## src/sv/b64d_pkg.sv

```systemverilog
// Shared types, constants and the character lookup of the base64 decoder.
`default_nettype none

package b64d_pkg;

  localparam int unsigned CHAR_W    = 8;
  localparam int unsigned SEXTET_W  = 6;
  localparam int unsigned BYTE_W    = 8;
  localparam int unsigned TOTAL_W   = 16;
  localparam int unsigned CAP_W     = 16;
  localparam int unsigned CODE_W    = 7;
  localparam int unsigned MAX_RES   = 4;
  localparam int unsigned RES_CNT_W = 3;
  localparam int unsigned GROUP_LEN = 3;

  // Lookup codes beyond the 64 sextet values.
  localparam logic [CODE_W-1:0] PAD_CODE = 7'd64;
  localparam logic [CODE_W-1:0] BAD_CODE = 7'd127;

  // Configuration register indexes (byte address is four times the index).
  localparam logic REG_OUTPUT_CAPACITY = 1'b0;
  localparam logic [CAP_W-1:0] CAP_RESET = 16'hFFFF;

  typedef enum logic [1:0] {
    KIND_DATA = 2'd0,
    KIND_OK   = 2'd1,
    KIND_ERR  = 2'd2
  } kind_e;

  typedef struct packed {
    logic [BYTE_W-1:0]  out_byte;
    kind_e              kind;
    logic [TOTAL_W-1:0] total;
    logic               last;
  } result_t;

  // All results caused by one input item, in delivery order.
  typedef struct packed {
    result_t [MAX_RES-1:0]  entry;
    logic [RES_CNT_W-1:0]   count;
  } bundle_t;

  // Maps a character to its sextet value, PAD_CODE for '=' or BAD_CODE.
  function automatic logic [CODE_W-1:0] char_code(input logic [CHAR_W-1:0] c);
    logic [CODE_W-1:0] code;
    if (c >= 8'h41 && c <= 8'h5A) begin
      code = CODE_W'(c - 8'h41);
    end else if (c >= 8'h61 && c <= 8'h7A) begin
      code = CODE_W'(c - 8'h61 + 8'd26);
    end else if (c >= 8'h30 && c <= 8'h39) begin
      code = CODE_W'(c - 8'h30 + 8'd52);
    end else if (c == 8'h2B) begin
      code = 7'd62;
    end else if (c == 8'h2F) begin
      code = 7'd63;
    end else if (c == 8'h3D) begin
      code = PAD_CODE;
    end else begin
      code = BAD_CODE;
    end
    return code;
  endfunction

endpackage

`default_nettype wire

```

## src/sv/b64d_decode.sv

```systemverilog
// Message state of the decoder and the single-pass logic that turns one character into results.
`default_nettype none

module b64d_decode #(
  parameter int unsigned COUNT_BITS = 16
) (
  input  wire logic                         clk_i,
  input  wire logic                         rst_ni,
  input  wire logic                         accept_i,
  input  wire logic [b64d_pkg::CHAR_W-1:0]  char_i,
  input  wire logic                         end_i,
  input  wire logic [b64d_pkg::CAP_W-1:0]   cap_i,
  output b64d_pkg::bundle_t                 bundle_o
);

  localparam int unsigned CW = (COUNT_BITS > b64d_pkg::CAP_W) ? COUNT_BITS : b64d_pkg::CAP_W;
  localparam logic [COUNT_BITS-1:0] CNT_MAX = {COUNT_BITS{1'b1}};

  logic [b64d_pkg::GROUP_LEN-1:0][b64d_pkg::SEXTET_W-1:0] sx_q, sx_d;
  logic [1:0]            pos_q, pos_d;
  logic [COUNT_BITS-1:0] bw_q, bw_d;
  logic                  stop_q, stop_d;
  logic                  err_q, err_d;
  logic                  pad_q, pad_d;

  logic [b64d_pkg::CODE_W-1:0] code;
  logic                        is_pad, is_bad, end_bad;
  logic [2:0][b64d_pkg::BYTE_W-1:0] dbyte;
  logic [3:0][COUNT_BITS-1:0]  bw_k;
  logic [2:0]                  room, emit;
  logic [1:0]                  want, ne;

  always_comb begin
    code   = b64d_pkg::char_code(char_i);
    is_pad = (code == b64d_pkg::PAD_CODE);
    is_bad = (code == b64d_pkg::BAD_CODE);

    dbyte[0] = {sx_q[0], sx_q[1][5:4]};
    dbyte[1] = {sx_q[1][3:0], sx_q[2][5:2]};
    dbyte[2] = {sx_q[2][1:0], code[5:0]};

    for (int k = 0; k < 4; k++) begin
      bw_k[k] = bw_q + COUNT_BITS'(k);
    end
    // A byte fits while the running count is below both the capacity and the counter limit.
    room[0] = (CW'(bw_k[0]) < CW'(cap_i)) && (bw_k[0] != CNT_MAX);
    room[1] = room[0] && (CW'(bw_k[1]) < CW'(cap_i)) && (bw_k[1] != CNT_MAX);
    room[2] = room[1] && (CW'(bw_k[2]) < CW'(cap_i)) && (bw_k[2] != CNT_MAX);

    sx_d   = sx_q;
    pos_d  = pos_q;
    bw_d   = bw_q;
    stop_d = stop_q;
    err_d  = err_q;
    pad_d  = pad_q;
    want   = 2'd0;
    emit   = 3'b000;
    ne     = 2'd0;

    if (!stop_q) begin
      if (is_bad) begin
        err_d  = 1'b1;
        stop_d = 1'b1;
      end else begin
        case (pos_q)
          2'd0, 2'd1: begin
            if (is_pad) begin
              err_d  = 1'b1;
              stop_d = 1'b1;
            end else begin
              sx_d[pos_q] = code[5:0];
              pos_d       = pos_q + 2'd1;
            end
          end
          2'd2: begin
            pad_d   = is_pad;
            sx_d[2] = is_pad ? '0 : code[5:0];
            pos_d   = 2'd3;
          end
          default: begin
            if (pad_q && !is_pad) begin
              err_d  = 1'b1;
              stop_d = 1'b1;
            end else begin
              want   = pad_q ? 2'd1 : (is_pad ? 2'd2 : 2'd3);
              emit   = room & {(want > 2'd2), (want > 2'd1), 1'b1};
              ne     = 2'(emit[0]) + 2'(emit[1]) + 2'(emit[2]);
              stop_d = pad_q || is_pad || (ne != want);
              bw_d   = bw_q + COUNT_BITS'(ne);
              pos_d  = 2'd0;
              pad_d  = 1'b0;
            end
          end
        endcase
      end
    end

    for (int k = 0; k < b64d_pkg::MAX_RES; k++) begin
      bundle_o.entry[k].out_byte = (k < 3) ? dbyte[k % 3] : '0;
      bundle_o.entry[k].kind     = b64d_pkg::KIND_DATA;
      bundle_o.entry[k].total    = b64d_pkg::TOTAL_W'(bw_k[(k + 1) % 4]);
      bundle_o.entry[k].last     = 1'b0;
    end
    bundle_o.count = b64d_pkg::RES_CNT_W'(ne);

    end_bad = err_d || (!stop_d && (pos_d != 2'd0));
    if (end_i) begin
      bundle_o.entry[ne].out_byte = '0;
      bundle_o.entry[ne].kind     = end_bad ? b64d_pkg::KIND_ERR : b64d_pkg::KIND_OK;
      bundle_o.entry[ne].total    = b64d_pkg::TOTAL_W'(bw_d);
      bundle_o.entry[ne].last     = 1'b1;
      bundle_o.count              = b64d_pkg::RES_CNT_W'(ne) + 3'd1;
      sx_d   = '0;
      pos_d  = 2'd0;
      bw_d   = '0;
      stop_d = 1'b0;
      err_d  = 1'b0;
      pad_d  = 1'b0;
    end
  end

  always_ff @(posedge clk_i or negedge rst_ni) begin
    if (!rst_ni) begin
      sx_q   <= '0;
      pos_q  <= 2'd0;
      bw_q   <= '0;
      stop_q <= 1'b0;
      err_q  <= 1'b0;
      pad_q  <= 1'b0;
    end else if (accept_i) begin
      sx_q   <= sx_d;
      pos_q  <= pos_d;
      bw_q   <= bw_d;
      stop_q <= stop_d;
      err_q  <= err_d;
      pad_q  <= pad_d;
    end
  end

  // Padding in the third slot only ever leaves the group waiting on its fourth slot.
  a_pad_pos: assert property (@(posedge clk_i) disable iff (!rst_ni)
    pad_q |-> (pos_q == 2'd3))
    else $error("pad flag set outside the fourth slot");

  // An end-of-message character leaves the message state cleared.
  a_end_clear: assert property (@(posedge clk_i) disable iff (!rst_ni)
    (accept_i && end_i) |=> (bw_q == '0 && pos_q == 2'd0 && !stop_q && !err_q))
    else $error("message state not cleared after end of input");

  // An error always stops decoding.
  a_err_stop: assert property (@(posedge clk_i) disable iff (!rst_ni)
    err_q |-> stop_q)
    else $error("error seen without decoding stopped");

endmodule

`default_nettype wire

```

## src/sv/b64d_out.sv

```systemverilog
// Result register with one character's results, sent one per cycle while tready_i is high.
`default_nettype none

module b64d_out (
  input  wire logic        clk_i,
  input  wire logic        rst_ni,
  input  wire logic        load_i,
  input  wire b64d_pkg::bundle_t bundle_i,
  input  wire logic        tready_i,
  output logic             tvalid_o,
  output b64d_pkg::result_t result_o,
  output logic             ready_o
);

  b64d_pkg::result_t [b64d_pkg::MAX_RES-1:0] ent_q, ent_d;
  logic [b64d_pkg::RES_CNT_W-1:0]            cnt_q, cnt_d;
  logic                                      take;

  always_comb begin
    take     = (cnt_q != '0) && tready_i;
    tvalid_o = (cnt_q != '0);
    result_o = ent_q[0];
    ready_o  = (cnt_q == '0) || ((cnt_q == 3'd1) && tready_i);

    ent_d = ent_q;
    cnt_d = cnt_q;
    if (load_i) begin
      ent_d = bundle_i.entry;
      cnt_d = bundle_i.count;
    end else if (take) begin
      for (int k = 0; k < b64d_pkg::MAX_RES - 1; k++) begin
        ent_d[k] = ent_q[k + 1];
      end
      cnt_d = cnt_q - 3'd1;
    end
  end

  always_ff @(posedge clk_i or negedge rst_ni) begin
    if (!rst_ni) begin
      cnt_q <= '0;
    end else begin
      cnt_q <= cnt_d;
    end
  end

  always_ff @(posedge clk_i) begin
    ent_q <= ent_d;
  end

  a_cnt_range: assert property (@(posedge clk_i) disable iff (!rst_ni)
    cnt_q <= 3'(b64d_pkg::MAX_RES))
    else $error("result count out of range");

  // A new set of results is only loaded once the previous one is drained.
  a_no_overwrite: assert property (@(posedge clk_i) disable iff (!rst_ni)
    load_i |-> ((cnt_q == '0) || (cnt_q == 3'd1 && take)))
    else $error("results loaded over undelivered results");

  // Only the final result of a set may close a message.
  a_last_final: assert property (@(posedge clk_i) disable iff (!rst_ni)
    (tvalid_o && result_o.last) |-> (cnt_q == 3'd1))
    else $error("closing result is not the last of its set");

endmodule

`default_nettype wire

```

## src/sv/base64_decoder_core.sv

```systemverilog
// Top level of the streaming base64 decoder with its configuration register.
//
// Usage: base64 text enters on the s_axis channel, one character per transaction, with
// s_axis_tlast marking the final character of a message. Decoded bytes leave on m_axis,
// one per transaction, with tuser = data; after the final character one closing transaction
// carries tlast = 1, tuser = success or error and the message byte total in the upper data
// bits. The APB port holds output_capacity, the most data bytes sent per message.
// The results of a character are registered and appear in the cycle after its transaction.
// Throughput: one character per cycle while each character yields at most one result and
// the receiver is ready. A character that completes a group yields up to three bytes (four
// with a closing result), handed out one per cycle while the receiver is ready; the input
// waits meanwhile. Sustained rate is set by the single output port of the result register.
// The next character is taken in the same cycle as the last pending result leaves.
// Reset clears the message state, empties the result register and sets output_capacity to
// 65535; no clearing pass is needed. When the receiver stalls, the pending result holds
// steady and the input is held off once the buffered results are not drained.
`default_nettype none

module base64_decoder_core #(
  parameter int unsigned COUNT_BITS = 16
) (
  input  wire logic        clk_i,
  input  wire logic        rst_ni,
  // Input stream.
  input  wire logic        s_axis_tvalid,
  output logic             s_axis_tready,
  input  wire logic [7:0]  s_axis_tdata,   // [7:0] in_char
  input  wire logic        s_axis_tlast,   // end_of_input
  // Output stream.
  output logic             m_axis_tvalid,
  input  wire logic        m_axis_tready,
  output logic [23:0]      m_axis_tdata,   // [7:0] out_byte, [23:8] total_bytes
  output logic [1:0]       m_axis_tuser,   // [1:0] kind
  output logic             m_axis_tlast,   // last
  // Configuration port.
  input  wire logic        psel,
  input  wire logic        penable,
  input  wire logic        pwrite,
  input  wire logic [2:0]  paddr,
  input  wire logic [31:0] pwdata,
  output logic [31:0]      prdata,
  output logic             pready
);

  logic [b64d_pkg::CAP_W-1:0] cap_q;
  logic                       in_acc;
  logic                       cfg_wr;
  b64d_pkg::bundle_t          bundle;
  b64d_pkg::result_t          result;

  // A transaction on the input stream both advances the state and loads the result register.
  assign in_acc = s_axis_tvalid && s_axis_tready;

  // Register index is the word address; the byte offset bits are not decoded.
  assign pready = 1'b1;
  assign cfg_wr = psel && penable && pwrite && pready && (paddr[2] == b64d_pkg::REG_OUTPUT_CAPACITY);
  assign prdata = (paddr[2] == b64d_pkg::REG_OUTPUT_CAPACITY) ?
                  {16'd0, cap_q} : 32'd0;

  always_ff @(posedge clk_i or negedge rst_ni) begin
    if (!rst_ni) begin
      cap_q <= b64d_pkg::CAP_RESET;
    end else if (cfg_wr) begin
      cap_q <= pwdata[15:0];
    end
  end

  b64d_decode #(
    .COUNT_BITS (COUNT_BITS)
  ) u_decode (
    .clk_i    (clk_i),
    .rst_ni   (rst_ni),
    .accept_i (in_acc),
    .char_i   (s_axis_tdata),
    .end_i    (s_axis_tlast),
    .cap_i    (cap_q),
    .bundle_o (bundle)
  );

  b64d_out u_out (
    .clk_i    (clk_i),
    .rst_ni   (rst_ni),
    .load_i   (in_acc),
    .bundle_i (bundle),
    .tready_i (m_axis_tready),
    .tvalid_o (m_axis_tvalid),
    .result_o (result),
    .ready_o  (s_axis_tready)
  );

  assign m_axis_tdata = {result.total, result.out_byte};
  assign m_axis_tuser = result.kind;
  assign m_axis_tlast = result.last;

endmodule

`default_nettype wire

```

## config.mk

```make
export PLATFORM = sky130hd
export DESIGN_NAME = base64_decoder_core
export DESIGN_NICKNAME = d
export VERILOG_FILES = /design/src/sv/b64d_pkg.sv /design/src/sv/b64d_decode.sv /design/src/sv/b64d_out.sv /design/src/sv/base64_decoder_core.sv
export SDC_FILE = /design/constraint.sdc
export NUM_CORES = 1
export LEC_CHECK = 0
export BUFFER_PORTS_ARGS = -buffer_cell sky130_fd_sc_hd__buf_2
export CORE_UTILIZATION = 45
export CTS_BUF_LIST = sky130_fd_sc_hd__clkbuf_2
export CTS_CLUSTER_SIZE = 20
export DETAILED_ROUTE_END_ITERATION = 12
export GPL_ROUTABILITY_DRIVEN = 0
export PLACE_DENSITY = 0.73
export SLEW_MARGIN = 40
export SYNTH_ARGS = -nofsm -noshare
export SYNTH_HDL_FRONTEND = slang
export SYNTH_HIERARCHICAL = 1
export SYNTH_SLANG_ARGS = --single-unit
```

## constraint.sdc

```tcl
create_clock -name clk_i -period 7.4 [get_ports clk_i]
set_input_delay 1.11 -clock clk_i [delete_from_list [all_inputs] [get_ports clk_i]]
set_output_delay 1.11 -clock clk_i [all_outputs]
set_load 0.1 [all_outputs]
```

Word level (Yosys, flattened, before mapping)
Cells that the tools add are included.

cells by class
  add/subtract/negate cells = 14
  order comparisons = 15
  equal/unequal tests = 18
  muxes and demuxes = 69
  bitwise operators = 2
  reductions and logical operators = 36

operators with widths
  operator               number
  $bwmux 108             4
  $demux 27 s2           4
  $mux 81                2
  $mux 101               1
  $mux 16                6
  $mux 18                4
  $lt 16x16->1           3
  $ne 16x16->1 const B   3
  $mux 7                 5
  $add 16x2->16 const B  2
  $mux 27                1
  $eq 8x6->1 const B     3
  $mux 2                 11
  $mux 19                1
  $bwmux 18              1
  $logic_and 1x1->1      18
  $mux 6                 3
  $mux 17                1
  $add 16x1->16 const B  1
  $add 16x2->16          1
  $ge 8x7->1 const B     2
  $le 8x7->1 const B     2
  $mux 1                 16
  $reduce_and 5->1       3
  38 further kinds       56

word-level totals
  bits in registers = 166
  input port bits = 51
  word-level logic and storage cells = 180

Longest topological paths before layout
Gate-level depths: netlist of run 1.

  word-level depth = 29
  depth in mapped cells = 29

Hierarchy
Netlist of run 1, hierarchy kept.

modules (own cells, without submodules)
  module               instances  cells an instance  area each (sq um)  sequential area each (sq um)
  b64d_decode          1          797                6,064.6            975.9
  b64d_out             1          253                4,719.5            3,318.2
  base64_decoder_core  1          71                 925.9              420.4

Least setup slack after synthesis of run 1
OpenSTA, ideal clock, no wires.

  kind = input port to flip-flop
  start point = input port m_axis_tready
  end point = register u_out/ent_q[27] in the netlist's numbering (enable)
  arrival time = 5,486 ps
  required time = 6,962 ps
  slack = 1,476 ps
  stages = 6
  buffers on the path = 2
  cells stage by stage = a21oi_1 -> nor2_1 -> and2_1 -> buf_6 -> clkbuf_8 -> a21o_1

on the way
  cells in the longest elaborated chain, start to end = 4
  elaborated cells between the ends (all ways) = 5

RTL lines
  element                      line                       text
  start: declaration           base64_decoder_core.sv:31  input wire logic m_axis_tready,
  $logic_and 1x1->1            b64d_out.sv:23             ready_o = (cnt_q == '0) || ((cnt_q == 3'd1) && tready_i);
  $logic_or 1x1->1             b64d_out.sv:23
  via s_axis_tready            base64_decoder_core.sv:26  output logic s_axis_tready,
  $logic_and 1x1->1            base64_decoder_core.sv:52  assign in_acc = s_axis_tvalid && s_axis_tready;
  via in_acc                   base64_decoder_core.sv:46  logic in_acc;
  $reduce_bool 2->1 (no line)  -
  end signal: assignment       b64d_out.sv:47             ent_q <= ent_d;
  end: declaration             b64d_out.sv:15             b64d_pkg::result_t [b64d_pkg::MAX_RES-1:0] ent_q, ent_d;

The timed path passes the listed nets, and every way through them passes these cells.
A chain may end at the register's enable or synchronous reset.

==> results of run 1 <==
power by group:
part | internal, mW | switching [mW]
registers | 1.48 | 0.117
logic | 0.558 | 1.42
clock network | 0.136 | 0.429
total | 2.18 | 1.96
worst max-delay path: cells and delay by family (launching register included):
kind	cells	cell delay [ns]
muxes	1	0.28
buffers and inverters	1	0.19
adders and majority gates	3	0.82
xor gates and xnor gates	2	0.32
and+or+nand+nor	11	2.69
DFF	1	0.83
AOI/OAI and AO/OA	5	1.00
state kept, by name (all words and copies together) (netlist names):
signal,flops
u_decode/pos_q,2
u_decode/dbyte,18
u_out/cnt_q,3
u_decode/bw_q,16
u_out/ent_q,81
u_decode/err_q,1
u_decode/stop_q,1
u_out/result_o,27
u_decode/pad_q,1
cap_q,16
cell usage in the layout, fill, tap and decap left out, drive strengths merged, types with 4 or more instances in the layout:
cell and instances:
clkbuf 17, nand2b 7, nor2 102, a21oi 38
and2 13, nand4bb 4, mux2 106, ha 73
inv 63, and3 10, xor2 57, and2b 6
a21o 22, nor2b 18, buf 107, a31oi 6
dfrtp 42, edfxtp 108, nand2 59, nor3 24
o21ai 50, a32oi 4, o221ai 10, o21a 6
clkinv 6, nor4 10, nand3 41, nor3b 4
dfstp 16, xnor2 31, conb 25, nand4 17
through the flow:
step                util (%)  power, mW  instances
finish                  48.9       4.14       1500
global route            48.9       4.36       1500
CTS                     48.8       4.17       1499
detailed placement      47.7       3.61       1467
global placement        47.6       3.55       1466
floorplan                  -       3.39       1143
layout make-up:
cell class	instances	area [µm²]
antenna	1	2.50
clock buffer	17	85.1
clock inverter	15	208
fill	2321	13000
inverter	54	203
multi-input combinational	810	6110
sequential	166	4710
tap	330	413
timing repair buffer	107	634
kinds of logic after synthesis:
family          share of synthesized area (%)
buf+inv                                  8.31
mux                                      10.7
other cells                            0.0962
compound gates                           10.9
flops                                    40.3
simple gates                             15.0
xor+xnor                                 6.58
fa+ha+maj                                8.14
routing by layer:
layer  track usage, %  up-vias  wire [µm]
li1                 -     4015          -
met1             25.9     4091      11300
met2             33.3      288      12600
met4             7.52        0        673
met3             3.61       60       1510
met5                0        -          0
final timing paths:
kind | start | to | depth (start not counted)
max in group asynchronous | rst_ni | u_decode/pos_q[0]$_DFFE_PN0P_ | 2
max reg2reg | u_decode/bw_q[9]$_DFFE_PN0P_ | u_out/result_o[16]$_DFFE_PP_ | 23
min reg2reg | u_decode/dbyte[10]$_DFFE_PN0P_ | u_decode/dbyte[10]$_DFFE_PN0P_ | 1
min in group clk_i | pwdata[13] | cap_q[13]$_DFFE_PN1P_ | 2
max | u_decode/bw_q[9]$_DFFE_PN0P_ | u_out/result_o[16]$_DFFE_PP_ | 23
min | rst_ni | u_decode/dbyte[11]$_DFFE_PN0P_ | 2
==> summary.md, run 1 <==
| Metric | Value |
|---|---|
| Max-Slew Margin vs Limit | between 40 and 50% |
| DP HPWL | 18500 µm |
| Post_cts resized | 0 |
| Gr usage total | 20.0% |
| Yosys top cell by area | edfxtp_1 |
| Sequential fraction of the synthesis area | between 40% and 50% |
| Worst Clk Skew | around 0.060 ns |
| Antenna violations before repair | 1 |
| Final count of negative-setup-slack endpoints | 0 |
| Die ar. | 26700 µm² |
| Final net count | 1282 |
| Critical path's largest stage delay | 0.83 ns |
| Vias in the first global route | just over 8000 |
| RSZ-0062 raised after global routing | no |
| Clock-pin slew on the worst setup and hold paths | 0.35 ns |
| Mapped Avg Cell Area | 10.4 µm² |
| CP Cell Sequence | nand4_1, nor2_1, nand3_1, nor2_1, xor2_1, ha_1, nand3_1, nor2_1, a2111oi_0, o21a_1, o311a_1, nor4b_1, fa_1, ha_1, a21oi_1, nor2b_1, nand3_1, nor3b_2, a21oi_1, buf_4, nor2_1, xor2_1, mux2_2 |
| Antenna Nets Post-Route | 0 |
| Pre-CTS setup slack | 0.798 ns |
| Largest cells by area after synthesis | edfxtp_1 28%, mux2_2 9.2%, dfrtp_1 9.0%, ha_1 7.8%, xor2_1 4.3% |
| Area grow syn2layout | 5.67% |
| Ys async rst share | 34.9% |
| Rows | 58 |
| Placed cell areas | between 10000 and 15000 µm² |
| Port buffer count | 77 |
| CTS Hold Bufs | 0 |
| CP required | 7.99 ns |
| Fin area | between 10000 and 15000 µm² |
| Flops & latches, synth | 166 |
| Latest clock arrival within the worst-skew pair | 0.83 ns |
| Synth cell count leaders | 108 x edfxtp_1, 102 x nor2_1, 96 x mux2_2, 73 x ha_1, 59 x nand2_1 |
| Final wirelength | between 20000 and 30000 µm |
| Setup ws final | 1.05 ns |
| Synth Instances | 1121 |
| Via-per-instance ratio | 5.64 |
| IO Count | around 110 |
| CTS Buffer Depth | 2 |
| Pleak | 5.50 nW |
| Fin. max-slew vios | 0 |
| Most used DFF post-synth | edfxtp_1 |
| Initial Util | between 40% and 50% |
| CTS tree | built |
| FMAX | 158 MHz |
| Flop2flop setup slack | 1.05 ns |
| Yosys warnings | 6 |
| First-pass GRT wire length | 42000 µm |
| Setup tns final | 0 ns |
| CP Class | register to register |
| Slowest stage cell, crit path | dfrtp_1 |
| TritonCTS Buffers | 17 |
| Largest net degree at the start of global routing | 76 |
| Crit path DAT | between 6 and 7 ns |
| Average wire per standard cell | 17.3 µm |
| Post-synth top area share | 27.7% |
| Worst hold slack | 0.301 ns |
| Count of cell types in the netlist | 90 |
| Clk sinks | about 170 |
| Max-cap violations | 0 |
| Post-Syn Area | 11700 µm² |
| Number of synthesized flops with an enable pin | 108 |
| Fin crit share | a little under nine tenths |
| Die H | around 160 µm |
| CP Max Fanout | 12 |
| DRC viols | 0 |
| PwrDens | roughly 330 nW/µm² |
| GRT Residual Overflow | 0 |
| First DRT Iteration DRCs | 672 |
| Critical path's most frequent cell | nor2_1 |
| Htree depth | 4 |
| Ratio of cells with drive above 1 in the final layout | 25.2% |
| Crit end category | register |
| Drt pass-1 iters | 5 |
| Vias | 8454 |
| VDD IR-drop max | 278 µV |
| Total core area | between 20000 and 30000 µm² |
| Die X | about 160 µm |
| Postcts setup bufs | 0 |
| Worst hold path type | primary input to asynchronous set/reset pin |
| Crit start category | register |
| Status | finished clean |
| Count leader, synth | edfxtp_1 |
| Worst-margin pin slew | 0.802 ns |
| Fin. Hold Viols | 0 |
| CTS root buffer | clkbuf_2 |
| Min Tclk post-route | 6.35 ns |
(Power assumes the default switching activity.)
==> run 2, diff against run 1 <==
--- a/config.mk
+++ b/config.mk
@@ -6,6 +6,7 @@
 export NUM_CORES = 1
 export LEC_CHECK = 0
 export BUFFER_PORTS_ARGS = -buffer_cell sky130_fd_sc_hd__buf_2
+export CORE_ASPECT_RATIO = 1.75
 export CORE_UTILIZATION = 45
 export CTS_BUF_LIST = sky130_fd_sc_hd__clkbuf_2
 export CTS_CLUSTER_SIZE = 20
==> run 2 against run 1 <==
Maximum frequency fell by 1.8%. Routed wire length up 7.3%. Total power is 0.34% lower. Combinational power grew 2%. Worst hold slack better by 0.038 ns. Die area is essentially flat. Global-route usage grew 2.0 points. Core utilization is 0.36 points lower.
==> summary.md, run 2 (synthesized netlist as in run 1, its figures left out) <==
| Metric | Value |
|---|---|
| Status | finished clean |
| Pre-CTS setup slack | 0.802 ns (+0.00463 ns) |
| Die X | 124 µm (-24%) |
| TritonCTS Buffers | 17 (unchanged) |
| Critical path's largest stage delay | 0.80 ns (-0.03 ns) |
| DP HPWL | 20400 µm (+10%) |
| Buf/Inv on CP | 1 (unchanged) |
| Critical path's most frequent cell | nor2_1 |
| Postcts setup bufs | 0 (unchanged) |
| Max-cap violations | 0 (unchanged) |
| Max-Slew Margin vs Limit | 43.3% (-3.0 points) |
| Fin crit share | 87.3% (+1.6 points) |
| Drt pass-1 iters | 5 (unchanged) |
| Die ar. | 26700 µm² (about the same) |
| Worst-margin pin slew | 0.841 ns (+0.0392 ns) |
| Antenna violations before repair | 1 (unchanged) |
| Flop2flop setup slack | 0.94 ns (-0.12 ns) |
| GRT Residual Overflow | 0 (unchanged) |
| Final count of negative-setup-slack endpoints | 0 (unchanged) |
| RSZ-0062 raised after global routing | no |
| FMAX | 155 MHz (-1.8%) |
| Total core area | 25400 µm² (+0.42%) |
| Largest net degree at the start of global routing | 61 (-20%) |
| Util after Layout | 48.5% (-0.36 points) |
| Final wirelength | 27900 µm (+7.3%) |
| Slowest stage cell, crit path | dfrtp_1 |
| Post_cts resized | 0 (unchanged) |
| Ratio of cells with drive above 1 in the final layout | 25.3% (+0.11 points) |
| CP Class | register to register |
| CTS tree | built |
| Multi-input gate area | 6110 µm² (unchanged) |
| Die H | 215 µm (+32%) |
| CTS root buffer | clkbuf_2 |
| Vias in the first global route | 8508 (+4.1%) |
| Clk sinks | 166 (unchanged) |
| Gr usage total | 22.0% (+2.0 points) |
| Most frequent cells in the layout | 108 x edfxtp_1, 102 x nor2_1, 96 x mux2_2 |
| CTS Buffer Depth | 2 (unchanged) |
| First DRT Iteration DRCs | 540 (-20%) |
| Crit start category | register |
| Area grow syn2layout | 5.33% |
| Max reg flops | 81 (unchanged) |
| CP Max Fanout | 14 (+2) |
| Latest clock arrival within the worst-skew pair | 0.83 ns (about the same) |
| Average wire per standard cell | 18.7 µm (+8.1%) |
| DRC viols | 0 (unchanged) |
| Register area | 4710 µm² (unchanged) |
| Initial Util | 46.0% (-0.20 points) |
| Fill cells | 2391 (+3.0%) |
| Rows | 77 (+33%) |
| Worst hold path type | primary input to asynchronous set/reset pin |
| Commonest non-fill, non-tap cell in the layout | edfxtp_1 |
| Fin. Hold Viols | 0 (unchanged) |
| Min Tclk post-route | 6.46 ns (+0.115 ns) |
| Htree depth | 4 (unchanged) |
| Via-per-instance ratio | 5.73 (+1.6%) |
| CTS Hold Bufs | 0 (unchanged) |
| IO Count | 113 (unchanged) |
| CP required | 8.01 ns (+0.02 ns) |
| Crit end category | register |
| Worst Clk Skew | 0.0545 ns (-0.00574 ns) |
| VDD IR-drop max | 294 µV (+5.7%) |
| First-pass GRT wire length | 44300 µm (+5.6%) |
| Setup ws final | 0.938 ns (-0.115 ns) |
| Antenna Nets Post-Route | 0 (unchanged) |
| Setup tns final | 0 ns (unchanged) |
| CP top delay family | simple AND/OR/NAND/NOR gates |
| PwrDens | 334 nW/µm² (about the same) |
| Pleak | 5.50 nW (about the same) |
| Placed cell areas | 12100 µm² (+0.11%) |
| Clock-pin slew on the worst setup and hold paths | 0.27 ns (-0.08 ns) |
| Fin area | 12300 µm² (-0.32%) |
| Crit path DAT | 7.07 ns (+0.14 ns) |
| Final net count | 1285 (+0.23%) |
| Vias | 8529 (+0.89%) |
| Port buffer count | 77 (unchanged) |
| Fin. max-slew vios | 0 (unchanged) |
| Largest Register | u_out/ent_q |
## run 2: cell types whose count changed in the layout (fill, tap and decap cells not counted), sizes merged
cell | previous run | this run
inv | 63 | 57
buf | 107 | 110
bufinv | 0 | 2
clkinv | 6 | 8
clkbuf | 17 | 18
clkinvlp | 0 | 1
## run 2: final cells by class
type / count / area share, %
Multi-Input combinational cell: 810 / 49.6
Antenna cell: 1 / 0.0203
Sequential cell: 166 / 38.2
Timing Repair Buffer: 110 / 5.37
Clock inverter: 14 / 1.24
Tap cell: 316 / 3.21
Inverter: 54 / 1.64
Clock buffer: 18 / 0.730
## run 2: power by group
part | switching, mW | internal, mW
Clock | 0.345 | 0.162
Combinational | 1.45 | 0.567
Sequential | 0.122 | 1.48
Total | 1.91 | 2.21
## run 2: final timing paths
check | to | depth (start not counted) | start
worst min register to register | u_decode/dbyte[22]$_DFFE_PN0P_ | 1 | u_decode/dbyte[22]$_DFFE_PN0P_
worst max register to register | u_out/result_o[16]$_DFFE_PP_ | 26 | u_decode/bw_q[4]$_DFFE_PN0P_
max in group asynchronous | u_decode/dbyte[2]$_DFFE_PN0P_ | 2 | rst_ni
worst max-delay path | u_out/result_o[16]$_DFFE_PP_ | 26 | u_decode/bw_q[4]$_DFFE_PN0P_
min in group clk_i | cap_q[8]$_DFFE_PN1P_ | 2 | pwdata[8]
worst min-delay path | u_decode/bw_q[6]$_DFFE_PN0P_ | 2 | rst_ni
## run 2: metrics by stage
step	instances	power [mW]	hold WS (ns)
after global placement	1454	3.58	0.480
final	1489	4.13	0.339
after CTS	1488	4.15	0.364
after global routing	1489	4.35	0.309
after floorplan	1143	3.39	0.471
after detailed placement	1456	3.65	0.485
## run 2: metal layers
layer,wire length (µm),GRT usage [%],share of wire (%),up-vias
met5,0,0,0,-
met4,1870,14.8,6.7,0
met3,1050,3.99,3.8,99
met2,15000,39.2,54,295
met1,9930,22.8,36,4118
li1,-,-,-,4017
==> run 3, diff against run 2 <==
--- a/config.mk
+++ b/config.mk
@@ -7,12 +7,11 @@
 export LEC_CHECK = 0
 export BUFFER_PORTS_ARGS = -buffer_cell sky130_fd_sc_hd__buf_2
 export CORE_ASPECT_RATIO = 1.75
-export CORE_UTILIZATION = 45
+export CORE_UTILIZATION = 34
 export CTS_BUF_LIST = sky130_fd_sc_hd__clkbuf_2
-export CTS_CLUSTER_SIZE = 20
 export DETAILED_ROUTE_END_ITERATION = 12
 export GPL_ROUTABILITY_DRIVEN = 0
-export PLACE_DENSITY = 0.73
+export PLACE_DENSITY = 0.61
 export SLEW_MARGIN = 40
 export SYNTH_ARGS = -nofsm -noshare
 export SYNTH_HDL_FRONTEND = slang
==> run 3 against run 2 <==
Final area is 2.0% higher. Routed wire length is 5.4% higher. Clock power is 14% higher. Sequential cell count stayed put. First-iteration DRC count is 3.0% higher. Combinational power hardly changed. Non-clock buffer count is 1 higher. Core utilization is 11 points lower. Count of clock-buffer cells in the layout is 1 lower. Critical endpoint is now u_out/ent_q[67]$_DFFE_PP_. Largest cell class unchanged. Largest power group unchanged.
==> summary.md, run 3 (synthesized netlist as in run 1, its figures left out) <==
| Metric | Value |
|---|---|
| Status | finished clean |
| Fin. max-slew vios | 0 (unchanged) |
| Sw Ratio | 47.0% (+0.63 points) |
| CP Class | register to register |
| Final net count | 1286 (+0.078%) |
| Crit path DAT | 7.13 ns (+0.06 ns) |
| PwrDens | 334 nW/µm² (about the same) |
| Final wirelength | 29400 µm (+5.4%) |
| R2r endpoint | u_out/ent_q[67]$_DFFE_PP_ |
| CTS tree | built |
| CP Launch Point | u_decode/bw_q[9]$_DFFE_PN0P_ |
| CTS root buffer | clkbuf_2 |
| Slowest stage cell, crit path | dfrtp_1 |
| Gate power share | 47.9% (-0.9 points) |
| Max-Slew Margin vs Limit | 47.5% (+4.2 points) |
| Flop pwr share | 38.3% (-0.6 points) |
| Internal Power | 2.23 mW (+0.69%) |
| Die ar. | 35200 µm² (+32%) |
| CP Cell Sequence | buf_4, nand2_1, nor2_1, and3_1, nand3_1, xnor2_1, ha_1, a21o_1, a2111oi_0, o21a_1, o311a_1, nor4b_1, fa_1, ha_1, inv_1, fa_1, inv_1, nand4_2, a21oi_2, and3_1, xor2_1, mux2_2 |
| Worst Clk Skew | 0.0697 ns (+0.0152 ns) |
| Clk pwr share | 13.8% (+1.5 points) |
| Fill cells | 3439 (+44%) |
| VDD IR-drop max | 306 µV (+4.3%) |
| TritonCTS Buffers | 17 (unchanged) |
| Post_cts resized | 0 (unchanged) |
| Drt pass-1 iters | 6 (+1) |
| Clock-pin slew on the worst setup and hold paths | 0.30 ns (+0.03 ns) |
| First-pass GRT wire length | 46500 µm (+4.9%) |
| Crit end category | register |
| CP required | 8.03 ns (+0.02 ns) |
| R2R cell count | 22 (-15%) |
| Setup tns final | 0 ns (unchanged) |
| CP Max Fanout | 12 (-2) |
| Worst-margin pin slew | 0.779 ns (-0.0625 ns) |
| CTS Buffer Depth | 2 (unchanged) |
| Crit start category | register |
| DRC viols | 0 (unchanged) |
| Pleak | 5.52 nW (+0.42%) |
| FMAX | 154 MHz (-0.64%) |
| Ratio of cells with drive above 1 in the final layout | 25.5% (+0.15 points) |
| Via-per-instance ratio | 5.19 (-9.4%) |
| Vias in the first global route | 8553 (+0.53%) |
| Commonest non-fill, non-tap cell in the layout | edfxtp_1 |
| Total core area | 33900 µm² (+33%) |
| Latest clock arrival within the worst-skew pair | 0.87 ns (+0.04 ns) |
| Fin cells | 1629 (+9.4%) |
| Fin crit share | 87.9% (+0.56 points) |
| Average wire per standard cell | 18.1 µm (-3.6%) |
| CTS Hold Bufs | 0 (unchanged) |
| Switch Pwr | 1.98 mW (+3.3%) |
| Dpl cells | 1595 (+9.5%) |
| Max-cap violations | 0 (unchanged) |
| IO Count | 113 (unchanged) |
| Postcts setup bufs | 0 (unchanged) |
| Area grow syn2layout | 7.40% |
| Clk sinks | 166 (unchanged) |
| Antenna Nets Post-Route | 0 (unchanged) |
| Fin. Hold Viols | 0 (unchanged) |
| Die X | 142 µm (+15%) |
| Rows | 89 (+16%) |
| Flop2flop setup slack | 0.90 ns (-0.04 ns) |
| RSZ-0062 raised after global routing | no |
| Largest net degree at the start of global routing | 87 (+43%) |
| Port buffer count | 77 (unchanged) |
| DP HPWL | 21400 µm (+4.7%) |
| Htree depth | 4 (unchanged) |
| GRT Residual Overflow | 0 (unchanged) |
| First DRT Iteration DRCs | 556 (+3.0%) |
| Gr usage total | 17.5% (-4.5 points) |
| Worst R2R Start | u_decode/bw_q[9]$_DFFE_PN0P_ |
| Worst hold path type | primary input to asynchronous set/reset pin |
| Max reg flops | 81 (unchanged) |
| Initial Util | 34.6% (-11 points) |
| Vias | 8451 (-0.91%) |
| CP endpoint | u_out/ent_q[67]$_DFFE_PP_ |
| Most frequent cells in the layout | 108 x edfxtp_1, 102 x nor2_1, 96 x mux2_2 |
| Antenna violations before repair | 1 (unchanged) |
| Critical path's largest stage delay | 0.65 ns (-0.15 ns) |
| Min Tclk post-route | 6.50 ns (+0.0417 ns) |
| Largest Register | u_out/ent_q |
| Final count of negative-setup-slack endpoints | 0 (unchanged) |
| Die H | 248 µm (+15%) |
run 3: cell count changes in the layout (fill, tap and decap cells not counted):
cell,delta
clkinv_1,-1
inv_8,+3
buf_12,+1
clkinv_2,-3
clkinvlp_4,+1
clkinv_8,+3
inv_6,+1
clkbuf_2,-1
clkinv_4,-3
run 3: power by group through the flow:
stage,clock network [mW],registers (mW),logic (mW)
after global routing,0.633,1.65,2.15
after CTS,0.603,1.62,2.02
after global placement,0,1.63,1.98
after floorplan,0,1.61,1.78
final,0.579,1.61,2.02
after detailed placement,0,1.64,2.01
run 3: stage by stage:
stage               hold slack, ns  area, µm²  worst slack, ns  total power [mW]  util, %
finish                       0.200      12600            0.896              4.20     37.2
global route                 0.141      12600            0.358              4.43     37.2
CTS                          0.104      12600            0.950              4.24     37.1
detailed placement           0.484      12300            0.555              3.65     36.2
global placement             0.478      12200            0.624              3.61     36.1
floorplan                    0.471      11800             1.48              3.39        -
run 3: final cells by class:
| class | instances | area (µm²) | share of cell area, % |
|---|---|---|---|
| diodes | 1 | 2.50 | 0.0199 |
| flip-flops and latches | 166 | 4710 | 37.5 |
| clock buffers | 17 | 85.1 | 0.676 |
| well taps | 455 | 569 | 4.53 |
| clock inverters | 15 | 206 | 1.64 |
| repair buffers | 111 | 682 | 5.42 |
| multi-input cells | 810 | 6110 | 48.6 |
| inverters | 54 | 203 | 1.61 |
run 3: worst min-delay path by stage:
| stage | depth (start not counted) | endpoint | start |
|---|---|---|---|
| 2_1_floorplan | 1 | u_decode/dbyte[10]$_DFFE_PN0P_ | u_decode/dbyte[10]$_DFFE_PN0P_ |
| 3_3_place_gp | 1 | u_decode/dbyte[11]$_DFFE_PN0P_ | u_decode/dbyte[11]$_DFFE_PN0P_ |
| 3_5_place_dp | 1 | u_decode/dbyte[22]$_DFFE_PN0P_ | u_decode/dbyte[22]$_DFFE_PN0P_ |
| 4_1_cts | 2 | u_out/cnt_q[0]$_DFFE_PN0P_ | rst_ni |
| 5_1_grt | 2 | u_out/cnt_q[0]$_DFFE_PN0P_ | rst_ni |
| 6_report | 2 | u_out/cnt_q[0]$_DFFE_PN0P_ | rst_ni |
run 3: layer usage:
| metal | vias to the layer above | share of wire, % | track usage, % |
|---|---|---|---|
| li1 | 4004 | - | - |
| met1 | 4112 | 35 | 17.4 |
| met2 | 248 | 55 | 33.0 |
| met3 | 87 | 3.8 | 2.84 |
| met4 | 0 | 6.0 | 11.5 |
| met5 | - | 0 | 0 |
run 3: worst max-delay path: cells and delay by family (launching register included):
family          cells  cell delay [ns]
simple gates        7             1.87
compound gates      5             1.55
fa+ha+maj           4             1.20
flops               1             0.65
buf+inv             3             0.38
xor+xnor            2             0.33
mux                 1             0.27
